[src/design/sfird_ram.sv]
`timescale 1ns / 1ps
// ----------------------------------------------------------------------------
// sfird_ram
// Generic RAM: one write port, NUM_RD read ports, registered read data.
// ----------------------------------------------------------------------------
module sfird_ram #(
    parameter int WIDTH  = 16,
    parameter int DEPTH  = 128,
    parameter int NUM_RD = 1
) (
    input  logic                     clk,
    input  logic                     we,
    input  logic [$clog2(DEPTH)-1:0] wr_addr,
    input  logic [WIDTH-1:0]         wr_data,
    input  logic [$clog2(DEPTH)-1:0] rd_addr [NUM_RD],
    output logic [WIDTH-1:0]         rd_data [NUM_RD]
);

    logic [WIDTH-1:0] mem [DEPTH];

    always_ff @(posedge clk)
    begin
        if (we)
        begin
            mem[wr_addr] <= wr_data;
        end
    end

    for (genvar i = 0; i < NUM_RD; i++)
    begin : g_rd
        always_ff @(posedge clk)
        begin
            rd_data[i] <= mem[rd_addr[i]];
        end
    end

endmodule

[config.mk]
export PLATFORM = sky130hd
export DESIGN_NAME = sfird_ram
export DESIGN_NICKNAME = d
export VERILOG_FILES = /design/src/design/sfird_ram.sv
export SDC_FILE = /design/constraint.sdc
export NUM_CORES = 2
export LEC_CHECK = 0
export BUFFER_PORTS_ARGS = -buffer_cell sky130_fd_sc_hd__buf_2
export CAP_MARGIN = 0
export CORE_MARGIN = 4
export CORE_UTILIZATION = 59
export CTS_BUF_LIST = sky130_fd_sc_hd__clkbuf_8
export CTS_CLUSTER_DIAMETER = 120
export DETAILED_ROUTE_END_ITERATION = 10
export GPL_ROUTABILITY_DRIVEN = 0
export PLACE_DENSITY = 0.81
export SYNTH_ARGS = -nofsm -noshare
export SYNTH_HDL_FRONTEND = slang
export SYNTH_SLANG_ARGS = --single-unit
[constraint.sdc]
create_clock -name clk -period 2.8 [get_ports clk]
set_input_delay 0.42 -clock clk [delete_from_list [all_inputs] [get_ports clk]]
set_output_delay 0.42 -clock clk [all_outputs]
set_load 0.02 [all_outputs]
[Word level (Yosys, flattened, before mapping)]
Memory sizes are Yosys's and may differ from the RTL's. A register that Yosys moved wholly into a read port is not among the register bits.
Index checks and enable logic that the tools add are counted.
W data, S select, Z words.
Word-level totals
  memories: 1
  input bits: 32
  output and inout bits: 16
  flip-flop bits (word level): 0
  RAM bits: 2048
  logic and storage cells: 3
Memory list
  mem: depth 128, bits a word 16, read ports 1, clocked after memory_dff 1, write ports 1, line 19  | logic [WIDTH-1:0] mem [DEPTH];
Cells by class
  multiplexer cells: 2
Operators by type and width (count)
  $mux W1: 2

[Depth between registers and ports, before layout]
  depth after elaboration: 2
  gate-level depth with buffers: 7

[Worst setup path before layout]
No wires, ideal clock.
  path type: input to register
  start: in rd_addr[0] (netlist name)
  end: reg rd_data[0] (netlist name) (read register of mem)
  arrival: 2794 ps
  path buffers: 2
  setup slack: -115 ps
  library setup time: 121 ps
  stages on the path: 6
  data required time: 2679 ps
  cells stage by stage: buf_2 -> buf_1 -> mux4_2 -> mux4_2 -> mux4_2 -> mux2_2
RTL lines
  from (decl): line 15  | input logic [$clog2(DEPTH)-1:0] rd_addr [NUM_RD],
  to (decl): line 16  | output logic [WIDTH-1:0] rd_data [NUM_RD]

==> metrics.txt <==
Syn Area/Cell=25.4 sq um; EDFF count, synth=just over 2000; CTS hold repair buffers=15; worst-path maximum fanout=1; Fillers=about 7300; critical path class=register to register; slowest stage delay, CP=0.62 ns; vias in the first global route=39000; CTS tree=done; Root Buffer=clkbuf_8; Synth Register Bits=2064; Post-CTS Resized=0; Die Area=139000 sq um; initial antenna violation count=27; commonest cells in the netlist=edfxtp_1 (2048), mux4_2 (672), nor2_1 (122), clkbuf_1 (82), buf_2 (52); first-pass GRT wire length=282 mm; Cell Area, Synth=78500 sq um; Req. time, crit path=3.66 ns; Core Region=132000 sq um; total area of multi-input combinational cells=16100 sq um; syn nets=slightly above 3000; Post-Synthesis Cells=approximately 3100; Worst-path clk slew=0.07 ns; Final ANT Viol Nets=0; post-route setup slack=around 0.25 ns; skew final=0.0583 ns; crit path launch type=register; setup bufs post-CTS=0; chip height=373 microns; PD cells=669 nW/um^2; Async S/R FF share, synth=0; IO Count=48; crit-path cells=mux4_2 -> mux4_2 -> mux4_2 -> mux2_2; initial core utilization=0.596; pre-CTS setup slack=-0.624 ns; final design utilization=0.679; critical path capture point type=register; top cells by area, synth=edfxtp_1 (78%), mux4_2 (19%), nor2_1 (0.58%); post-DR vias/cell=~6.8; register area=61800 sq um; Max-slew headroom=0.392; post-route cell area=~90000 sq um; Final Slew Violations=0; Buffers on Ports=47; CTS Buf Count=320; worst skew pair latency=1.00 ns; initial DRC count=between 6000 and 7000; Pleak=around 28 nW; Peak VDD IR=about 490 uV; Die W=around 370 microns; Post-DP HPWL=approximately 120 mm; First-pass DRT Iterations=5; total chip power=59.9 mW; share of cells above drive strength 1=0.374; outcome=completed; Tightest Pin Transition=0.913 ns; Placed Area=between 80000 and 90000 sq um; global-route usage over all layers=0.284; Hold Crit Class=input port to register; final-stage net count=between 3000 and 4000; WL final=194 mm; clk sinks=around 2100; # rows=~130; synth unique cells=17; final critical-path required period=2.55 ns; CTS Buffer Depth=4; Seq/Total Area, Yosys=0.787; most numerous cell in the Yosys netlist=edfxtp_1; Final Hold Viols=0; Max Cap Viol=0; crit-path most repeated cell=mux4_2; Synth Warn #=0; Critical Path AT=3.41 ns; P&R area growth vs syn=14.0%; Post-synth top flop=edfxtp_1; largest area contributor in the synthesized netlist=edfxtp_1; vias=38000; final period utilization=0.909; H-Tree Depth=5; WL per Instance=between 30 and 40 microns; Final setup viols=0; largest net degree at the start of global routing=129; post-synth top area share=0.783; FMAX=0.393 GHz; CP max-delay cell=mux4_2; DRC Markers=0; total gr overflow=0; RSZ-0062 raised after global routing=false; setup TNS=0 ns
-- worst max-delay path, delay by kind of cell (launching register included) --
kind	cells	cell delay [ns]
flip-flops	1	0.38
multiplexers	4	2.04
-- cell usage in the layout, fill, tap and decap left out --
cell type      count
edfxtp_1        2048
mux4_2           672
clkbuf_8         337
buf_4            253
nor2_1           122
inv_1             99
buf_12            82
clkinv_1          62
clkinv_2          27
buf_2             27
diode_2           16
mux2_2            16
dfxtp_1           16
dlygate4sd3_1     15
nand2_1           14
nand3_1           12
nor3_2             9
nor2b_1            7
nand4_1            3
clkinvlp_4         3
bufinv_16          3
buf_8              3
nand2b_1           2
or3_1              1
buf_6              1
-- power breakdown --
| group | leakage, nW | switching, mW | total (mW) | internal, mW |
|---|---|---|---|---|
| clock | 3.20 | 10.9 | 22.2 | 11.3 |
| combinational | 6.72 | 1.99 | 3.46 | 1.47 |
| sequential | 18.5 | 0.127 | 34.2 | 34.1 |
| total | 28.5 | 13.0 | 59.9 | 46.9 |
-- sequential cells by signal, summed over array words and instances (netlist names) --
name and count:
rd_data 16, mem 2048
-- metrics by stage --
stage | std cells | hold WS (ns)
detailed placement | 5043 | 0.884
CTS | 5589 | 0.000119
floorplan | 3086 | 0.519
global route | 5595 | 0.0509
global placement | 5043 | 0.872
finish | 5605 | 0.0741
-- cells by family (layout without fill, tap and decap cells) --
group	after synthesis	count (layout)	share of synthesized area
buf+inv	164	912	0.00881
other cells	0	16	0
simple gates	170	170	0.00888
mux	688	688	0.195
flops	2064	2064	0.787
-- metal layers --
layer / wire (microns) / track usage / share of wire
met4: 7280 / 0.106 / 0.037
met1: 66200 / 0.401 / 0.34
met3: 27700 / 0.0831 / 0.14
met5: 73 / 0 / 0.00038
met2: 92900 / 0.432 / 0.48
-- area by class of cell --
type / instances / share of cell area
Clock buffer: 337 / 0.0518
Timing Repair Buffer: 381 / 0.0434
Antenna cell: 16 / 0.000447
Clock inverter: 194 / 0.00952
Tap cell: 1755 / 0.0245
Sequential cell: 2064 / 0.691
Multi-Input combinational cell: 858 / 0.179
-- final timing paths --
kind / from / slack (ns) / cells after the start / to
worst min-delay path: we / 0.07 / 3 / mem[95][9]$_DFFE_PP_
worst max register to register: mem[87][7]$_DFFE_PP_ / 0.25 / 4 / rd_data[7]$_DFF_P_
worst min register to register: mem[110][10]$_DFFE_PP_ / 1.12 / 4 / rd_data[10]$_DFF_P_
worst max-delay path: mem[87][7]$_DFFE_PP_ / 0.25 / 4 / rd_data[7]$_DFF_P_
Note: power is estimated with default switching activity, not from simulation.
